$ cat src/rtl/core/lmds_pkg.sv
// Shared types, codes and defaults for the double-buffered LED matrix scanner.
`timescale 1ns / 1ps
package lmds_pkg;

  localparam int COLUMNS_DEF = 64;
  localparam int ROWS_DEF    = 16;

  localparam logic [7:0] FILL_BYTE = 8'h05;

  localparam logic [2:0] OP_CLEAR = 3'd0;
  localparam logic [2:0] OP_SWAP  = 3'd1;
  localparam logic [2:0] OP_WRITE = 3'd2;
  localparam logic [2:0] OP_IO    = 3'd3;
  localparam logic [2:0] OP_TICK  = 3'd4;

  localparam int FLAG_RAISE_ON  = 0;
  localparam int FLAG_RAISE_OFF = 1;
  localparam int FLAG_LOWER_ON  = 2;
  localparam int FLAG_LOWER_OFF = 3;
  localparam int FLAG_TX        = 4;
  localparam int FLAG_RX        = 5;

  typedef struct packed {
    logic [2:0]  opcode;
    logic [31:0] write_word;
    logic [5:0]  control_flags;
  } req_t;

  typedef struct packed {
    logic        scan_valid;
    logic [63:0] row_bits;
    logic [3:0]  row_select;
    logic        run_indicator;
    logic        raise_pin;
    logic        lower_pin;
    logic        bus_direction;
  } rsp_t;

  typedef enum logic [2:0] {
    S_FILL,
    S_IDLE,
    S_CLEAR,
    S_WRITE,
    S_READ,
    S_TAIL,
    S_APPLY,
    S_RESP
  } state_t;

  typedef struct packed {
    logic capture;
    logic fill;
    logic fill_init;
    logic wr_byte;
    logic rd_issue;
    logic apply;
    logic respond;
  } cmd_t;

  typedef struct packed {
    logic fill_last;
    logic byte_last;
    logic read_last;
  } stat_t;

endpackage

$ cat src/rtl/core/lmds_ram.sv
// Generic single-write, single-read RAM with registered read data.
`timescale 1ns / 1ps
module lmds_ram #(
  parameter int WIDTH  = 8,
  parameter int DEPTH  = 256,
  parameter int ADDR_W = $clog2(DEPTH)
) (
  input  logic              clk,
  input  logic              we,
  input  logic [ADDR_W-1:0] waddr,
  input  logic [WIDTH-1:0]  wdata,
  input  logic [ADDR_W-1:0] raddr,
  output logic [WIDTH-1:0]  rdata
);

  logic [WIDTH-1:0] mem [DEPTH];

  always_ff @(posedge clk) begin
    if (we) begin
      mem[waddr] <= wdata;
    end
    rdata <= mem[raddr];
  end

endmodule

$ cat src/rtl/core/lmds_ctrl.sv
// State machine: reset fill, clear sweep, byte writes, row reads, apply and response.
`timescale 1ns / 1ps
module lmds_ctrl (
  input  logic                clk,
  input  logic                rst,
  input  logic                start,
  input  logic [2:0]          opcode,
  input  lmds_pkg::stat_t     stat,
  output logic                busy,
  output lmds_pkg::cmd_t      cmd
);

  lmds_pkg::state_t state;
  lmds_pkg::state_t state_next;

  always_ff @(posedge clk) begin
    if (rst) begin
      state <= lmds_pkg::S_FILL;
    end else begin
      state <= state_next;
    end
  end

  always_comb begin
    state_next = state;
    case (state)
      lmds_pkg::S_FILL: begin
        if (stat.fill_last) state_next = lmds_pkg::S_IDLE;
      end
      lmds_pkg::S_IDLE: begin
        if (start) begin
          case (opcode)
            lmds_pkg::OP_CLEAR: state_next = lmds_pkg::S_CLEAR;
            lmds_pkg::OP_WRITE: state_next = lmds_pkg::S_WRITE;
            lmds_pkg::OP_TICK:  state_next = lmds_pkg::S_READ;
            default:            state_next = lmds_pkg::S_APPLY;
          endcase
        end
      end
      lmds_pkg::S_CLEAR: begin
        if (stat.fill_last) state_next = lmds_pkg::S_RESP;
      end
      lmds_pkg::S_WRITE: begin
        if (stat.byte_last) state_next = lmds_pkg::S_RESP;
      end
      lmds_pkg::S_READ: begin
        if (stat.read_last) state_next = lmds_pkg::S_TAIL;
      end
      lmds_pkg::S_TAIL:  state_next = lmds_pkg::S_RESP;
      lmds_pkg::S_APPLY: state_next = lmds_pkg::S_RESP;
      lmds_pkg::S_RESP:  state_next = lmds_pkg::S_IDLE;
      default:           state_next = lmds_pkg::S_IDLE;
    endcase
  end

  always_comb begin
    cmd  = '0;
    busy = 1'b1;
    case (state)
      lmds_pkg::S_FILL: begin
        cmd.fill      = 1'b1;
        cmd.fill_init = 1'b1;
      end
      lmds_pkg::S_IDLE: begin
        busy        = 1'b0;
        cmd.capture = start;
      end
      lmds_pkg::S_CLEAR: cmd.fill     = 1'b1;
      lmds_pkg::S_WRITE: cmd.wr_byte  = 1'b1;
      lmds_pkg::S_READ:  cmd.rd_issue = 1'b1;
      lmds_pkg::S_APPLY: cmd.apply    = 1'b1;
      lmds_pkg::S_RESP:  cmd.respond  = 1'b1;
      default:           cmd          = '0;
    endcase
  end

endmodule

$ cat src/rtl/core/lmds_datapath.sv
// Datapath: request latch, frame store access, pointers, counters, pins and result register.
`timescale 1ns / 1ps
module lmds_datapath #(
  parameter int COLUMNS = lmds_pkg::COLUMNS_DEF,
  parameter int ROWS    = lmds_pkg::ROWS_DEF
) (
  input  logic            clk,
  input  logic            rst,
  input  lmds_pkg::req_t  request,
  input  lmds_pkg::cmd_t  cmd,
  output lmds_pkg::stat_t stat,
  output logic            done,
  output lmds_pkg::rsp_t  result
);

  localparam int ROW_BYTES = COLUMNS / 8;
  localparam int NB        = (COLUMNS + 7) / 8;
  localparam int FB        = ROW_BYTES * ROWS;
  localparam int DEPTH     = 2 * FB;
  localparam int ADDR_W    = $clog2(DEPTH);
  localparam int PTR_W     = $clog2(FB);
  localparam logic [63:0] COL_MASK = ~(64'hFFFF_FFFF_FFFF_FFFF >> COLUMNS);

  lmds_pkg::req_t req;

  logic [ADDR_W-1:0] cnt;
  logic [PTR_W-1:0]  ptr;
  logic              front;
  logic [11:0]       tick;
  logic [3:0]        row;
  logic              raise_q;
  logic              lower_q;
  logic              dir_q;
  logic              rd_take;
  logic              rd_oor;
  logic [63:0]       rowbuf;

  logic              we;
  logic [ADDR_W-1:0] waddr;
  logic [7:0]        wdata;
  logic [ADDR_W:0]   rd_ext;
  logic [ADDR_W-1:0] raddr;
  logic [7:0]        rdata;
  logic [63:0]       scan_bits;
  logic              is_tick;

  assign stat.fill_last = (cnt == ADDR_W'(DEPTH - 1));
  assign stat.byte_last = (cnt == ADDR_W'(3));
  assign stat.read_last = (cnt == ADDR_W'(NB - 1));

  assign rd_ext = (ADDR_W + 1)'(front ? FB : 0) + (ADDR_W + 1)'(row * ROW_BYTES)
                + (ADDR_W + 1)'(cnt);
  assign raddr  = rd_ext[ADDR_W-1:0];

  always_comb begin
    we    = 1'b0;
    waddr = cnt;
    wdata = 8'h00;
    if (cmd.fill) begin
      we    = 1'b1;
      wdata = cmd.fill_init ? lmds_pkg::FILL_BYTE : 8'h00;
    end else if (cmd.wr_byte) begin
      we    = 1'b1;
      waddr = ADDR_W'(front ? 0 : FB) + ADDR_W'(ptr);
      wdata = req.write_word[8 * cnt[1:0] +: 8];
    end
  end

  lmds_ram #(
    .WIDTH (8),
    .DEPTH (DEPTH),
    .ADDR_W(ADDR_W)
  ) u_ram (
    .clk  (clk),
    .we   (we),
    .waddr(waddr),
    .wdata(wdata),
    .raddr(raddr),
    .rdata(rdata)
  );

  assign scan_bits = (rowbuf << (64 - 8 * NB)) & COL_MASK;
  assign is_tick   = (req.opcode == lmds_pkg::OP_TICK);

  always_ff @(posedge clk) begin
    if (cmd.capture) begin
      req <= request;
    end
    rd_oor <= (rd_ext >= (ADDR_W + 1)'(DEPTH));
    if (rd_take) begin
      rowbuf <= {rowbuf[55:0], rd_oor ? 8'hFF : ~rdata};
    end
    if (cmd.respond) begin
      result.scan_valid    <= is_tick;
      result.row_bits      <= is_tick ? scan_bits : 64'd0;
      result.row_select    <= is_tick ? row : 4'd0;
      result.run_indicator <= is_tick ? tick[11] : 1'b0;
      result.raise_pin     <= raise_q;
      result.lower_pin     <= lower_q;
      result.bus_direction <= dir_q;
    end
  end

  always_ff @(posedge clk) begin
    if (rst) begin
      cnt     <= '0;
      ptr     <= '0;
      front   <= 1'b0;
      tick    <= '0;
      row     <= '0;
      raise_q <= 1'b1;
      lower_q <= 1'b1;
      dir_q   <= 1'b0;
      rd_take <= 1'b0;
      done    <= 1'b0;
    end else begin
      rd_take <= cmd.rd_issue;
      done    <= cmd.respond;
      if (cmd.capture) begin
        cnt <= '0;
      end else if (cmd.fill || cmd.wr_byte || cmd.rd_issue) begin
        cnt <= cnt + 1'b1;
      end
      if (cmd.fill) begin
        ptr <= '0;
      end else if (cmd.wr_byte) begin
        ptr <= (ptr == PTR_W'(FB - 1)) ? '0 : ptr + 1'b1;
      end
      if (cmd.apply && req.opcode == lmds_pkg::OP_SWAP) begin
        front <= ~front;
        ptr   <= '0;
      end
      if (cmd.apply && req.opcode == lmds_pkg::OP_IO) begin
        if (req.control_flags[lmds_pkg::FLAG_RAISE_OFF]) raise_q <= 1'b0;
        else if (req.control_flags[lmds_pkg::FLAG_RAISE_ON]) raise_q <= 1'b1;
        if (req.control_flags[lmds_pkg::FLAG_LOWER_OFF]) lower_q <= 1'b0;
        else if (req.control_flags[lmds_pkg::FLAG_LOWER_ON]) lower_q <= 1'b1;
        if (req.control_flags[lmds_pkg::FLAG_RX]) dir_q <= 1'b0;
        else if (req.control_flags[lmds_pkg::FLAG_TX]) dir_q <= 1'b1;
      end
      if (cmd.respond && is_tick) begin
        tick <= tick + 1'b1;
        if (tick[3:0] == 4'hF || row == 4'(ROWS - 1)) begin
          row <= '0;
        end else begin
          row <= row + 1'b1;
        end
      end
    end
  end

endmodule

$ cat src/rtl/core/led_matrix_double_buffer_scanner.sv
// Top level of the double-buffered LED matrix scanner: controller, datapath.
// Tick reads the displayed row with one byte-wide store read per cycle;
// clear sweeps the whole store, one byte cleared per cycle.
// A new request is taken in the cycle its predecessor's strobe shows.
// After reset busy stays high while the whole store (2*FRAME_BYTES bytes) fills with 0x05.
`timescale 1ns / 1ps
module led_matrix_double_buffer_scanner #(
  parameter int COLUMNS = lmds_pkg::COLUMNS_DEF,
  parameter int ROWS    = lmds_pkg::ROWS_DEF
) (
  input  logic           clk,
  input  logic           rst,
  input  logic           start,
  input  lmds_pkg::req_t request,
  output logic           busy,
  output logic           done,
  output lmds_pkg::rsp_t result
);

  lmds_pkg::cmd_t  cmd;
  lmds_pkg::stat_t stat;

  lmds_ctrl u_ctrl (
    .clk   (clk),
    .rst   (rst),
    .start (start),
    .opcode(request.opcode),
    .stat  (stat),
    .busy  (busy),
    .cmd   (cmd)
  );

  lmds_datapath #(
    .COLUMNS(COLUMNS),
    .ROWS   (ROWS)
  ) u_dp (
    .clk    (clk),
    .rst    (rst),
    .request(request),
    .cmd    (cmd),
    .stat   (stat),
    .done   (done),
    .result (result)
  );

endmodule

$ cat config.mk
export PLATFORM = sky130hd
export DESIGN_NAME = led_matrix_double_buffer_scanner
export DESIGN_NICKNAME = d
export VERILOG_FILES = /design/src/rtl/core/lmds_pkg.sv /design/src/rtl/core/lmds_ram.sv /design/src/rtl/core/lmds_ctrl.sv /design/src/rtl/core/lmds_datapath.sv /design/src/rtl/core/led_matrix_double_buffer_scanner.sv
export SDC_FILE = /design/constraint.sdc
export NUM_CORES = 2
export LEC_CHECK = 0
export ABC_AREA = 1
export BUFFER_PORTS_ARGS = -buffer_cell sky130_fd_sc_hd__buf_2
export CAP_MARGIN = 20
export CORE_MARGIN = 8
export CORE_UTILIZATION = 43
export DETAILED_ROUTE_END_ITERATION = 10
export GPL_TIMING_DRIVEN = 0
export PLACE_DENSITY = 0.54
export SLEW_MARGIN = 20
export SYNTH_ARGS = -nofsm -noshare
export SYNTH_HDL_FRONTEND = slang
export SYNTH_SLANG_ARGS = --single-unit
$ cat constraint.sdc
create_clock -name clk -period 27.3 [get_ports clk]
set_input_delay 0 -clock clk [delete_from_list [all_inputs] [get_ports clk]]
set_output_delay 0 -clock clk [all_outputs]
set_load 0.1 [all_outputs]
==> metrics.log <==
[metrics] outcome: completed
[metrics] number of vias after detailed routing: 65640
[metrics] clock buffer count from CTS: 231
[metrics] remaining routing DRC violations: 0
[metrics] setup repair after global routing missed its margin: no
[metrics] CTS tree: done
[metrics] reg-to-reg startpoint: u_dp.cnt[2]$_SDFFE_PP0P_
[metrics] cell breakdown of the critical path: clkbuf_1, inv_2, clkbuf_1, buf_1, nand3_1, nand3_1, nand3_1, nand3_1, nand3_1, nand2_1, nand2_1, nand2_1
[metrics] transition time at the pin with the least slew margin: 1.257 ns
[metrics] register-to-register path setup slack: approximately 22 ns
[metrics] number of iterations in the first detailed-routing pass: 6
[metrics] Crit. Startpoint: u_dp.cnt[2]$_SDFFE_PP0P_
[metrics] initial DRC count: 9817
[metrics] startpoint kind of the worst setup timing path: register
[metrics] maximum number of pins on one net before global-route repair: 77
[metrics] total gr overflow: 0
[metrics] Total Neg Setup Slack: 0 ns
[metrics] share of layout cells above drive strength 1: ~8.5%
[metrics] mean instance size in the synthesized netlist: between 10 and 15 µm²
[metrics] Top Ports: 119
[metrics] CTS sink cnt: 2275
[metrics] starting utilization of the core area: a little over two fifths
[metrics] Distinct cells, synth: 37
[metrics] dpl cell area: 0.09802 mm²
[metrics] Crit path required time: 28.08 ns
[metrics] slowest stage cell on the critical path: clkbuf_1
[metrics] post-route clock period utilization: 18.16%
[metrics] overall die height: 476.7 µm
[metrics] Worst-Skew Late Latency: 0.88 ns
[metrics] crit-path max cell delay: 0.95 ns
[metrics] buffers inserted during post-CTS setup optimization: 0
[metrics] number of global-route vias before repair: just over 60000
[metrics] root buffer selected by CTS: clkbuf_16
[metrics] filler cell count: 18600
[metrics] instance count of the mapped netlist: just under 8000
[metrics] Synth warnings: 0
[metrics] worst min path class: input pin to register
[metrics] clock-pin slew on the worst setup and hold paths: about 0.060 ns
[metrics] detailed-route vias per instance: 5.833
[metrics] highest clock rate: 201.7 MHz
[metrics] cell area after synthesis: 0.09126 mm²
[metrics] number of resized instances in the post-cts repair step: 0
[metrics] area of the multi-input gates: 0.02102 mm²
[metrics] Most Frequent Cell on Critical Path: nand3_1
[metrics] maximum level of the CTS H-tree: 4
[metrics] area of all placed cells without fillers: 0.1062 mm²
[metrics] total area of sequential cells: 0.06783 mm²
[metrics] final clock skew: 0.03576 ns
[metrics] Crit Reg-Reg Endpoint: u_dp.u_ram.rdata[0]$_DFF_P_
[metrics] worst endpoint data arrival time: approximately 5.7 ns
[metrics] Std-Cell Core Area: 0.2115 mm²
[metrics] number of violations of the max-capacitance limit: 0
[metrics] instance count along the most critical hold path: 5
[metrics] final wirelength: 340000 µm
[metrics] crit end category: register
[metrics] path depth of the worst reg2reg path: 12
[metrics] Slew Viols, Final: 0
[metrics] number of nets still failing antenna checks after routing: 0
[metrics] Die Footprint: roughly 0.23 mm²
[metrics] horizontal die dimension: 476.7 µm
[metrics] Area growth syn-to-layout: 16.33%
[metrics] largest fanout of any net on the critical path: 10
[metrics] HPWL reported at the end of detailed placement: 239600 µm
[metrics] # nets final: slightly above 8000
[metrics] static leakage: 36.89 nW
[metrics] antenna violations before repair: 17
[metrics] number of placement rows: approximately 170
[metrics] hold violation count in the final report: 0
[metrics] routed length per instance: roughly 30 µm
[metrics] Seq/Total Area, Yosys: 74.32%
[metrics] termination of the worst setup path: u_dp.u_ram.rdata[0]$_DFF_P_
[metrics] syn_nets: roughly 7700
[metrics] global router's overall resource usage: 28.77%
[metrics] Worst Setup Path Type: register to register
[metrics] global placement routability congestion: 0.9637
[metrics] count of final setup violators: 0
[metrics] Slew Limit Headroom: around 16%
[metrics] IO Port Bufs: 118
[metrics] worst-case vdd ir drop: around 0.000074 V
[metrics] first-pass GRT wire length: roughly 470000 µm
[metrics] maximum clock insertion buffer count: 3
[metrics] power density over cell area: a little over 90 mW/mm²
[metrics] total of flip-flops plus latches after synthesis: 2275
[metrics] # hold bufs at CTS: 85
[metrics] min cycle time layout: 4.957 ns
-- synth_stat cells (all sizes together) --
library cell	instances	area, µm²
dfxtp	49	980.9
a211oi	4	30.03
ha	9	112.6
clkinv	2	7.510
nor4	1	6.260
o21bai	2	15.01
clkbuf	347	1303
a221o	2	20.02
buf	150	703.2
o211ai	2	15.01
nor3	10	60.06
xor2	5	43.79
a21oi	41	209.0
nor2	411	1590
nor3b	1	7.510
nand3	2035	10200
o21ai	41	227.7
nand2	2186	8238
inv	150	563.0
edfxtp	2226	66840
nand4	4	25.02
a221oi	2	17.52
a31o	1	8.760
and2	1	6.260
fa	1	20.02
a31oi	2	12.51
-- power by group --
| part | internal, mW | switching (mW) | leakage, nW |
|---|---|---|---|
| registers | 3.89 | 0.00868 | 19.8 |
| clock network | 1.68 | 1.39 | 3.53 |
| logic | 0.640 | 2.28 | 13.5 |
| total | 6.21 | 3.67 | 36.9 |
-- layout by cell type, fill, tap and decap left out, drive strengths merged, types with 2 or more instances in the layout --
cell type	count
edfxtp	2226
nand2	2186
nand3	2035
clkbuf	639
nor2	411
buf	370
inv	156
clkinv	124
dlygate4sd3	85
dfxtp	49
o21ai	41
a21oi	41
diode	11
bufinv	11
nor3	10
ha	9
xor2	5
nand4	4
a211oi	4
a221o	2
o21bai	2
a31oi	2
a221oi	2
o211ai	2
-- routing by layer --
| metal | track usage, % | part of all wire (%) | vias to the layer above |
|---|---|---|---|
| met2 | 43.42 | 44 | 4068 |
| li1 | - | - | 28310 |
| met1 | 38.73 | 39 | 32410 |
| met3 | 6.894 | 11 | 852 |
| met4 | 15.26 | 6.3 | 2 |
| met5 | 0 | 0.0038 | - |
-- sequential cells by signal, indices dropped and copies added, names as in the netlist, 3 cells and up --
signal	count
u_dp.cnt	8
u_dp.tick	12
u_dp.row	4
u_ctrl.state	3
u_dp.ptr	7
u_dp.req	41
u_dp.u_ram.mem	2048
u_dp.u_ram.rdata	8
u_dp.result	73
u_dp.rowbuf	64
-- worst min-delay path by stage --
stage	end	slack [ns]	start
3_5_place_dp	u_dp.req[25]$_DFFE_PP_	0.18	request[25]
6_report	u_dp.cnt[5]$_SDFFE_PP0P_	0.09	rst
4_1_cts	u_ctrl.state[1]$_SDFFE_PP0P_	0.05	request[38]
3_3_place_gp	u_dp.req[35]$_DFFE_PP_	0.18	request[35]
5_1_grt	u_dp.cnt[5]$_SDFFE_PP0P_	0.10	rst
2_1_floorplan	u_dp.row[0]$_SDFFE_PP0P_	0.08	rst
-- cell families (layout without fill, tap and decap cells) --
group | count (synthesis) | after routing | share of synthesized area [%]
AOI/OAI and AO/OA | 97 | 97 | 0.6087
xor gates and xnor gates | 5 | 5 | 0.04798
adders and majority gates | 10 | 10 | 0.1453
buffers and inverters | 649 | 1386 | 2.823
DFF | 2275 | 2275 | 74.32
other | 0 | 11 | 0
and+or+nand+nor | 4649 | 4649 | 22.06
-- stage by stage --
step,cells,setup WS [ns],hold WS [ns],total power [mW],utilization (%)
3_3_place_gp,10620,3.457,0.1789,6.782,45.11
3_5_place_dp,10720,22.62,0.1786,6.786,46.36
4_1_cts,11240,22.57,0.05331,9.810,50.17
6_report,11250,22.34,0.09017,9.888,50.21
5_1_grt,11250,22.47,0.1031,10.14,50.20
2_1_floorplan,7685,17.31,0.07847,5.416,-
-- worst max-delay path, delay by kind of cell (launching register included) --
family | cells | cell delay (ns)
simple gates | 8 | 1.77
buf+inv | 4 | 2.74
flops | 1 | 0.29
-- layout make-up --
class | count | area share (%)
diodes | 11 | 0.02593
plain buffers | 497 | 1.920
clock buffers | 292 | 5.728
clock inverters | 140 | 1.063
inverters | 152 | 0.5374
multi-input cells | 4761 | 19.80
flip-flops and latches | 2275 | 63.89
well taps | 2821 | 3.325
repair buffers | 305 | 3.712
(Power assumes the default switching activity.)
